$ cat config.mk
export PLATFORM = sky130hd
export DESIGN_NAME = four_position_switch_debouncer
export DESIGN_NICKNAME = d
export VERILOG_FILES = /design/src/fpsd_pkg.sv /design/src/fpsd_step.sv /design/src/four_position_switch_debouncer.sv
export SDC_FILE = /design/constraint.sdc
export NUM_CORES = 1
export LEC_CHECK = 0
export ABC_CLOCK_PERIOD_IN_PS = 12240
export BUFFER_PORTS_ARGS = -buffer_cell sky130_fd_sc_hd__buf_2
export CAP_MARGIN = 20
export CORE_ASPECT_RATIO = 0.5
export CORE_MARGIN = 4
export CORE_UTILIZATION = 30
export CTS_CLUSTER_SIZE = 28
export DETAILED_ROUTE_END_ITERATION = 8
export HOLD_SLACK_MARGIN = 0.15
export PLACE_DENSITY = 0.51
export SYNTH_ARGS = -nofsm -noshare
export SYNTH_HDL_FRONTEND = slang
export SYNTH_HIERARCHICAL = 1
export SYNTH_SLANG_ARGS = --single-unit
$ cat constraint.sdc
create_clock -name clk -period 12.24 [get_ports clk]
set_input_delay 0.612 -clock clk [delete_from_list [all_inputs] [get_ports clk]]
set_output_delay 0.612 -clock clk [all_outputs]
set_load 0.03 [all_outputs]
$ cat src/fpsd_pkg.sv
// fpsd_pkg: shared types and constants of the four-position switch debouncer
// register map, reset values, configuration and state structs
// no dependencies

package fpsd_pkg;

  // configuration register index, byte address is 4 times the index
  typedef enum logic [2:0] {
    REG_P0P1_LOW  = 3'd0,
    REG_P0P1_HIGH = 3'd1,
    REG_P1P2_LOW  = 3'd2,
    REG_P1P2_HIGH = 3'd3,
    REG_P2P3_LOW  = 3'd4,
    REG_P2P3_HIGH = 3'd5,
    REG_DEBOUNCE  = 3'd6
  } reg_idx_t;

  localparam int unsigned ADDR_W = 5;
  localparam int unsigned DATA_W = 32;
  localparam int unsigned VOLT_W = 16;
  localparam int unsigned TIME_W = 32;
  localparam int unsigned POS_W  = 2;
  localparam int unsigned NUM_CLASSES = 4;

  // reset values of the thresholds and the debounce time
  localparam logic [VOLT_W-1:0] RST_P0P1_LOW  = 16'd500;
  localparam logic [VOLT_W-1:0] RST_P0P1_HIGH = 16'd600;
  localparam logic [VOLT_W-1:0] RST_P1P2_LOW  = 16'd1600;
  localparam logic [VOLT_W-1:0] RST_P1P2_HIGH = 16'd1700;
  localparam logic [VOLT_W-1:0] RST_P2P3_LOW  = 16'd2700;
  localparam logic [VOLT_W-1:0] RST_P2P3_HIGH = 16'd2800;
  localparam logic [VOLT_W-1:0] RST_DEBOUNCE  = 16'd50;

  typedef struct packed {
    logic [VOLT_W-1:0] p0p1_low;
    logic [VOLT_W-1:0] p0p1_high;
    logic [VOLT_W-1:0] p1p2_low;
    logic [VOLT_W-1:0] p1p2_high;
    logic [VOLT_W-1:0] p2p3_low;
    logic [VOLT_W-1:0] p2p3_high;
    logic [VOLT_W-1:0] debounce_ms;
  } cfg_t;

  // debouncer state: confirming flag, candidate, confirmed position, start time
  typedef struct packed {
    logic              confirming;
    logic [POS_W-1:0]  target;
    logic [POS_W-1:0]  confirmed;
    logic [TIME_W-1:0] start_time;
  } state_t;

endpackage

$ cat src/fpsd_step.sv
// fpsd_step: classification of one sample and next-state logic of the debouncer
// purely combinational; uses fpsd_pkg for the cfg_t and state_t structs

module fpsd_step (
  input  fpsd_pkg::cfg_t                    cfg,
  input  fpsd_pkg::state_t                  state,
  input  logic [fpsd_pkg::VOLT_W-1:0]       voltage,
  input  logic [fpsd_pkg::TIME_W-1:0]       now_ms,
  output fpsd_pkg::state_t                  state_nxt
);

  logic [fpsd_pkg::NUM_CLASSES-1:0] class_mask;
  logic [fpsd_pkg::NUM_CLASSES-1:0] conf_bit;
  logic [fpsd_pkg::NUM_CLASSES-1:0] targ_bit;
  logic [fpsd_pkg::NUM_CLASSES-1:0] others;
  logic [fpsd_pkg::POS_W-1:0]       lowest_other;
  logic [fpsd_pkg::TIME_W-1:0]      limit;
  logic                             expired;

  // class membership, gaps give an empty mask
  always_comb begin
    class_mask[0] = voltage < cfg.p0p1_low;
    class_mask[1] = (voltage > cfg.p0p1_high) && (voltage < cfg.p1p2_low);
    class_mask[2] = (voltage > cfg.p1p2_high) && (voltage < cfg.p2p3_low);
    class_mask[3] = voltage > cfg.p2p3_high;
  end

  assign conf_bit = fpsd_pkg::NUM_CLASSES'(1) << state.confirmed;
  assign targ_bit = fpsd_pkg::NUM_CLASSES'(1) << state.target;

  // classes that may start or restart confirmation
  always_comb begin
    if (state.confirming) begin
      others = class_mask & ~conf_bit & ~targ_bit;
    end else begin
      others = class_mask & ~targ_bit;
    end
  end

  // lowest set class of the other mask
  always_comb begin
    priority if (others[0]) begin
      lowest_other = 2'd0;
    end else if (others[1]) begin
      lowest_other = 2'd1;
    end else if (others[2]) begin
      lowest_other = 2'd2;
    end else begin
      lowest_other = 2'd3;
    end
  end

  // debounce deadline wraps modulo 2^32
  assign limit   = state.start_time + {{(fpsd_pkg::TIME_W-fpsd_pkg::VOLT_W){1'b0}},
                                       cfg.debounce_ms};
  assign expired = now_ms > limit;

  always_comb begin
    state_nxt = state;
    if (!state.confirming) begin
      // stable: confirmed position follows the settled candidate
      state_nxt.confirmed = state.target;
      if (others != '0) begin
        state_nxt.confirming = 1'b1;
        state_nxt.target     = lowest_other;
        state_nxt.start_time = now_ms;
      end
    end else begin
      priority if ((class_mask & conf_bit) != '0) begin
        // back to the confirmed position
        state_nxt.confirming = 1'b0;
        state_nxt.target     = state.confirmed;
      end else if (others != '0) begin
        // a third class restarts confirmation
        state_nxt.target     = lowest_other;
        state_nxt.start_time = now_ms;
      end else if (((class_mask & targ_bit) != '0) && expired) begin
        state_nxt.confirming = 1'b0;
      end
    end
  end

endmodule

$ cat src/four_position_switch_debouncer.sv
// four_position_switch_debouncer: top level with APB register file and handshakes
// depends on fpsd_pkg and fpsd_step

// Takes one voltage sample with a millisecond time stamp per transfer and returns
// one result per sample: the confirmed position, the confirming flag and the
// candidate position, all after that sample's update. Throughput is one sample
// per clock while the result channel does not stall; a sample waits in the input
// register, then the class compares and the deadline add update the state as it
// moves into the result register, which drives the output.
// While a result waits at the output, the input register still takes one more
// sample. Thresholds and the debounce time sit in APB registers at byte
// addresses 0x00 to 0x18; write them only while no sample is in flight.

module four_position_switch_debouncer (
  input  logic                              clk,
  input  logic                              rst_n,
  // sample channel
  input  logic                              in_valid,
  output logic                              in_stall,
  input  logic [fpsd_pkg::VOLT_W-1:0]       in_voltage,
  input  logic [fpsd_pkg::TIME_W-1:0]       in_now_ms,
  // result channel
  output logic                              out_valid,
  input  logic                              out_stall,
  output logic [fpsd_pkg::POS_W-1:0]        out_position,
  output logic                              out_confirming,
  output logic [fpsd_pkg::POS_W-1:0]        out_candidate,
  // register port
  input  logic                              psel,
  input  logic                              penable,
  input  logic                              pwrite,
  input  logic [fpsd_pkg::ADDR_W-1:0]       paddr,
  input  logic [fpsd_pkg::DATA_W-1:0]       pwdata,
  output logic [fpsd_pkg::DATA_W-1:0]       prdata,
  output logic                              pready
);

  fpsd_pkg::cfg_t              cfg_r;
  fpsd_pkg::state_t            state_r;
  fpsd_pkg::state_t            state_nxt;
  fpsd_pkg::reg_idx_t          reg_idx;
  logic                        cfg_wr;
  logic [fpsd_pkg::VOLT_W-1:0] rd_val;

  logic                        in_valid_r;
  logic [fpsd_pkg::VOLT_W-1:0] in_voltage_r;
  logic [fpsd_pkg::TIME_W-1:0] in_now_ms_r;
  logic                        out_valid_r;
  logic [fpsd_pkg::POS_W-1:0]  out_position_r;
  logic                        out_confirming_r;
  logic [fpsd_pkg::POS_W-1:0]  out_candidate_r;

  logic                        out_free;
  logic                        step_go;
  logic                        in_take;

  // register port
  assign pready  = 1'b1;
  assign reg_idx = fpsd_pkg::reg_idx_t'(paddr[fpsd_pkg::ADDR_W-1:2]);
  assign cfg_wr  = psel && penable && pwrite && pready;

  always_ff @(posedge clk) begin
    if (!rst_n) begin
      cfg_r.p0p1_low    <= fpsd_pkg::RST_P0P1_LOW;
      cfg_r.p0p1_high   <= fpsd_pkg::RST_P0P1_HIGH;
      cfg_r.p1p2_low    <= fpsd_pkg::RST_P1P2_LOW;
      cfg_r.p1p2_high   <= fpsd_pkg::RST_P1P2_HIGH;
      cfg_r.p2p3_low    <= fpsd_pkg::RST_P2P3_LOW;
      cfg_r.p2p3_high   <= fpsd_pkg::RST_P2P3_HIGH;
      cfg_r.debounce_ms <= fpsd_pkg::RST_DEBOUNCE;
    end else if (cfg_wr) begin
      case (reg_idx)
        fpsd_pkg::REG_P0P1_LOW:  cfg_r.p0p1_low    <= pwdata[fpsd_pkg::VOLT_W-1:0];
        fpsd_pkg::REG_P0P1_HIGH: cfg_r.p0p1_high   <= pwdata[fpsd_pkg::VOLT_W-1:0];
        fpsd_pkg::REG_P1P2_LOW:  cfg_r.p1p2_low    <= pwdata[fpsd_pkg::VOLT_W-1:0];
        fpsd_pkg::REG_P1P2_HIGH: cfg_r.p1p2_high   <= pwdata[fpsd_pkg::VOLT_W-1:0];
        fpsd_pkg::REG_P2P3_LOW:  cfg_r.p2p3_low    <= pwdata[fpsd_pkg::VOLT_W-1:0];
        fpsd_pkg::REG_P2P3_HIGH: cfg_r.p2p3_high   <= pwdata[fpsd_pkg::VOLT_W-1:0];
        fpsd_pkg::REG_DEBOUNCE:  cfg_r.debounce_ms <= pwdata[fpsd_pkg::VOLT_W-1:0];
        default: ;
      endcase
    end
  end

  // read mux, unmapped addresses read zero
  always_comb begin
    case (reg_idx)
      fpsd_pkg::REG_P0P1_LOW:  rd_val = cfg_r.p0p1_low;
      fpsd_pkg::REG_P0P1_HIGH: rd_val = cfg_r.p0p1_high;
      fpsd_pkg::REG_P1P2_LOW:  rd_val = cfg_r.p1p2_low;
      fpsd_pkg::REG_P1P2_HIGH: rd_val = cfg_r.p1p2_high;
      fpsd_pkg::REG_P2P3_LOW:  rd_val = cfg_r.p2p3_low;
      fpsd_pkg::REG_P2P3_HIGH: rd_val = cfg_r.p2p3_high;
      fpsd_pkg::REG_DEBOUNCE:  rd_val = cfg_r.debounce_ms;
      default:                 rd_val = '0;
    endcase
  end

  assign prdata = {{(fpsd_pkg::DATA_W-fpsd_pkg::VOLT_W){1'b0}}, rd_val};

  // flow control between input and result registers
  assign out_free = !out_valid_r || !out_stall;
  assign step_go  = in_valid_r && out_free;
  assign in_stall = in_valid_r && !out_free;
  assign in_take  = in_valid && !in_stall;

  // input register
  always_ff @(posedge clk) begin
    if (!rst_n) begin
      in_valid_r <= 1'b0;
    end else if (in_take) begin
      in_valid_r <= 1'b1;
    end else if (step_go) begin
      in_valid_r <= 1'b0;
    end
  end

  always_ff @(posedge clk) begin
    if (in_take) begin
      in_voltage_r <= in_voltage;
      in_now_ms_r  <= in_now_ms;
    end
  end

  // state update
  fpsd_step u_step (
    .cfg       (cfg_r),
    .state     (state_r),
    .voltage   (in_voltage_r),
    .now_ms    (in_now_ms_r),
    .state_nxt (state_nxt)
  );

  always_ff @(posedge clk) begin
    if (!rst_n) begin
      state_r <= '0;
    end else if (step_go) begin
      state_r <= state_nxt;
    end
  end

  // result register
  always_ff @(posedge clk) begin
    if (!rst_n) begin
      out_valid_r <= 1'b0;
    end else if (step_go) begin
      out_valid_r <= 1'b1;
    end else if (!out_stall) begin
      out_valid_r <= 1'b0;
    end
  end

  always_ff @(posedge clk) begin
    if (step_go) begin
      out_position_r   <= state_nxt.confirmed;
      out_confirming_r <= state_nxt.confirming;
      out_candidate_r  <= state_nxt.target;
    end
  end

  assign out_valid      = out_valid_r;
  assign out_position   = out_position_r;
  assign out_confirming = out_confirming_r;
  assign out_candidate  = out_candidate_r;

  // a pending candidate always differs from the confirmed position
  a_cand_differs : assert property (@(posedge clk) disable iff (!rst_n)
    state_r.confirming |-> (state_r.target != state_r.confirmed))
    else $error("candidate equals confirmed position while confirming");

  // state only moves when a sample passes into the result register
  a_state_hold : assert property (@(posedge clk) disable iff (!rst_n)
    !step_go |=> $stable(state_r))
    else $error("state changed without a sample transfer");

  // confirmed position is only loaded from a stable state
  a_confirm_load : assert property (@(posedge clk) disable iff (!rst_n)
    (step_go && state_r.confirming) |=> $stable(state_r.confirmed))
    else $error("confirmed position changed while confirming");

  // no result is dropped while the sink stalls
  a_no_overwrite : assert property (@(posedge clk) disable iff (!rst_n)
    (out_valid_r && out_stall) |-> !step_go)
    else $error("result register overwritten while stalled");

endmodule
# == After elaboration in Yosys (flattened, before gate mapping) ==
# Index checks and enable logic that the tools add are counted.
# totals
reg_bits,204
latchBits,0
ramBits,0
romBits,0
input_bits,92
out_inout_bits,40
wordCells,88
n_memories,0
# classes
addsub,1
multipliers,0
div_mod_pow,0
n_lt_le_gt_ge,7
eq_ne,8
shift,2
n_mux,19
bitwise_logic,7
n_reduce_logical,26
# op_table
cell,count
$pmux W16 S7,1
$mux W32,3
$gt A16 B16 Y1,3
$lt A16 B16 Y1,3
$add A32 B16 Y32,1
$gt A32 B32 Y1,1
$and A4 B4 Y4,5
$reduce_and A2 Y1,8
$reduce_bool A4 Y1,3
$eq A3 B3 Y1 const B,3
$mux W3,3
$logic_and A1 B1 Y1,8
$mux W2,4
$not A4 Y4,2
$shl A1 B2 Y4 const A,2
$mux W1,7
$eq A3 B2 Y1 const B,2
$logic_not A1 Y1,4
$mux W4,1
$eq A3 B1 Y1 const B,1
$logic_not A3 Y1,1
$ne A2 B1 Y1 const B,1
$ne A2 B2 Y1 const B,1
$reduce_bool A2 Y1,1
$logic_or A1 B1 Y1,1

# == Depth between registers and ports, before layout ==
# depth
depth_word,11
ltp_mapped,22
depth_no_buf,22

# == Modules after synthesis ==
# Netlist, hierarchy kept.
# by_module_without_submodules
mod,n_inst,cells_per_inst,area_each_um2,seq_area_each_um2
four_position_switch_debouncer,1,773,8334.2,4614.4
fpsd_step,1,675,5143.7,0.0

# == Worst setup path after synthesis ==
# Ideal clock, no wire load.
# synth_path
path_type,register -> register
start,register cfg_r[1] (netlist name)
end,register state_r[36] (netlist name)
setup_time_ps,76
arrival_ps,4122
required_ps,12164
slack_ps,8042
path_stages_with_launch,22
n_path_buf,1
synth_period_minus_slack_ps,4198
cell_sequence,dfxtp_1 -> ha_1 -> a21o_1 -> a21oi_1 -> o21ai_0 -> a31o_2 -> a211o_1 -> a21oi_2 -> buf_2 -> nor4_1 -> a311oi_1 -> ha_1 -> a21o_1 -> a21o_1 -> a211o_1 -> nand3b_1 -> a21oi_1 -> a2111oi_0 -> nor3_1 -> o31ai_1 -> nand2_1 -> a21boi_0
# synth_lines
item,line_no,rtl
from (decl),four_position_switch_debouncer.sv:38,fpsd_pkg::cfg_t cfg_r;
to (signal assigned),four_position_switch_debouncer.sv:138,state_r <= state_nxt;
to (decl),four_position_switch_debouncer.sv:39,fpsd_pkg::state_t state_r;

==> impl_metrics.env <==
export IMPL_routed_via_density=4.98
export IMPL_slew_headroom_pct=23.7
export IMPL_initial_utilization_pct=30.6
export IMPL_area_delta_synth_final_pct=11.3
export IMPL_row_count=54
export IMPL_seq_power_share_pct=44.2
export IMPL_routed_wl_um=39700
export IMPL_cts_hold_buf=0
export IMPL_synth_edf_count=53
export IMPL_root_buffer="clkbuf_16"
export IMPL_leakage_uw=0.00653
export IMPL_syn_inst=1448
export IMPL_first_global_vias=10200
export IMPL_drc=0
export IMPL_ioPinCount=132
export IMPL_crit_family="compound AO/OA/AOI/OAI gates"
export IMPL_antenna_found_initial=2
export IMPL_avgSynthCellArea_um2=9.31
export IMPL_pre_cts_slack_ns=6.99
export IMPL_antennaDiodeCount=0
export IMPL_yosys_area_top_type_share_pct=22.4
export IMPL_endpoint_kind="flip-flop"
export IMPL_cts_made_buffers=22
export IMPL_cp_required_ns=12.68
export IMPL_clock_latency_ns=0.54
export IMPL_grt_setup_unrepaired="no"
export IMPL_post_synth_main_area_contributors="dfxtp_1 (22%), ha_1 (13%), edfxtp_1 (12%), mux2i_1 (8.3%), nand2_1 (6.0%)"
export IMPL_cts_setup_buffers=0
export IMPL_synth_ff_type="dfxtp_1"
export IMPL_clock_sinks=204
export IMPL_cellPowerDensity_nw_per_um2=112
export IMPL_cts_clk_slew_worst_paths_ns=0.06
export IMPL_drt_iter0_markers=670
export IMPL_fillers=4578
export IMPL_grt_pass1_wl_um=60500
export IMPL_setup_viol=0
export IMPL_grt_overflow=0
export IMPL_muxShareOfSynthArea_pct=13.0
export IMPL_finalCritPeriodShare_pct=42.9
export IMPL_fp_dieArea_um2=48600
export IMPL_cpMostUsedCell="a21oi_1"
export IMPL_dp_hpwl_um=28500
export IMPL_vias=10500
export IMPL_status="completed"
export IMPL_final_min_clock_period_ns=5.25
export IMPL_slew_violations=0
export IMPL_synth_largest_area_cell="dfxtp_1"
export IMPL_core_area_um2=44000
export IMPL_synth_compound_area_share_pct=14.9
export IMPL_cts_htree_levels=1
export IMPL_track_usage_pct=16.1
export IMPL_cts_tree="done"
export IMPL_final_cell_mix="nand2_1 (215), dfxtp_1 (151), ha_1 (141)"
export IMPL_critPathKind="reg -> reg"
export IMPL_pwr_share_clk_pct=40.7
export IMPL_min_path_type="in -> reg"
export IMPL_path_buf_inv=0
export IMPL_drv_cap=0
export IMPL_ys_ff_latch=204
export IMPL_timing_final_ws_setup_ns=6.99
export IMPL_yosys_area_share_simple_pct=15.1
export IMPL_synth_area_um2=13500
export IMPL_final_common_cell="nand2_1"
export IMPL_ir_drop_uv=77.7
export IMPL_die_width_um=308
export IMPL_synthAdderAreaFrac_pct=13.3
export IMPL_yosysWarningCount=6
export IMPL_synth_xor_area_share_pct=1.36
export IMPL_drive_above_1_share_pct=14.4
export IMPL_slowest_stage="a21oi_2"
export IMPL_setup_tns_ns=0
export IMPL_die_h_um=158
export IMPL_dr_pass1_iters=7
export IMPL_critPathLaunchType="flip-flop"
export IMPL_max_stage_delay_ns=0.67
export IMPL_p_sw_uw=462
export IMPL_fmax_mhz=191
export IMPL_cts_resized_gates=0
export IMPL_fin_nets=1743
export IMPL_gp_congestion=0.836
export IMPL_async_flop_share_pct=0
export IMPL_antenna_left=0
export IMPL_synth_seq_area_share_pct=34.2
export IMPL_tightest_slew_ns=1.14
export IMPL_synth_top_family_by_area="simple AND/OR/NAND/NOR gates"
export IMPL_portBuffers=96
export IMPL_combPwrFrac_pct=15.1
export IMPL_sw_frac_of_total_pct=27.6
export IMPL_cts_buffer_depth=3
export IMPL_grt_max_degree=60
export IMPL_arrival_ns=5.69
export IMPL_hold_viol_final=0
export IMPL_power_internal_uw=1210
export IMPL_path_cells="ha_1 > a21o_1 > a21oi_1 > o21ai_0 > a31o_2 > a211o_1 > a21oi_2 > nor4_1 > a311oi_1 > ha_1 > a21oi_1 > o21ai_0 > a21o_1 > a211oi_1 > a21oi_1 > a2111oi_0 > nor3_1 > o31ai_1 > nand2_1 > a21boi_0"
export IMPL_synthDistinctLibCells=83
export IMPL_wl_per_cell_um=18.8
export IMPL_worst_path_max_fanout=17
export IMPL_clock_skew_ns=0.0280
[synth_stat cells, drive strengths merged (36+ instances only)]
| master | count |
|---|---|
| mux2i | 112 |
| a21boi | 38 |
| o211ai | 42 |
| nand3 | 40 |
| a21oi | 64 |
| inv | 136 |
| buf | 55 |
| nand2 | 218 |
| ha | 141 |
| edfxtp | 53 |
| dfxtp | 151 |
| o21ai | 47 |
| nor2 | 36 |
| mux2 | 44 |
[sequential cells by signal, indices dropped and copies added, names as in the netlist]
name,flops
out_position,2
state_r,37
in_valid_r,1
in_now_ms_r,32
in_voltage_r,16
out_confirming,1
cfg_r,112
out_candidate,2
out_valid,1
[through the flow]
stage	instances	total power, µW	util, %	cell area [µm²]	hold WS (ns)
3_5_place_dp	2073	1010	32.5	14300	0.467
6_report	2112	1670	34.1	15000	0.245
5_1_grt	2112	1760	34.1	15000	0.223
3_3_place_gp	2073	1010	32.5	14300	0.462
4_1_cts	2112	1700	34.1	15000	0.215
2_1_floorplan	1463	942	-	13500	0.442
[layout make-up]
type	count	area, µm²	area share (%)
Clock buffer	32	618	4.12
Clock inverter	7	97.6	0.651
Inverter	136	510	3.40
Multi-Input combinational cell	1037	7850	52.3
Sequential cell	204	4610	30.8
Tap cell	588	736	4.91
Timing Repair Buffer	108	573	3.82
[worst paths after layout]
kind                                startpoint  slack [ns]  cells after the start               end
worst max-delay path                  cfg_r[1]        6.99                     20       state_r[36]
worst min-delay path            in_voltage[15]        0.24                      1  in_voltage_r[15]
worst max register to register        cfg_r[1]        6.99                     20       state_r[36]
worst min register to register       cfg_r[66]        0.47                      2         cfg_r[66]
[cells by family (layout without fill, tap and decap cells)]
family                     Yosys count  count (layout)
muxes                              157             157
and+or+nand+nor                    417             417
adders and majority gates          143             143
DFF                                204             204
buffers and inverters              222             283
AOI/OAI and AO/OA                  282             282
other                                2              17
xor gates and xnor gates            21              21
[power by group through the flow]
| stage | clock network (µW) | registers [µW] | logic, µW |
|---|---|---|---|
| 6_report | 681 | 740 | 253 |
| 5_1_grt | 731 | 743 | 281 |
| 4_1_cts | 701 | 741 | 255 |
| 3_5_place_dp | 0 | 755 | 253 |
| 3_3_place_gp | 0 | 756 | 253 |
| 2_1_floorplan | 0 | 746 | 196 |
[layer usage]
metal	vias to the layer above	part of all wire, %	GRT usage, %
met3	33	2.9	2.14
met2	142	49	29.2
met1	5052	47	21.0
met5	-	0.066	0
li1	5278	-	-
met4	4	1.3	2.45
No activity file was read; power rests on OpenSTA's default activity.
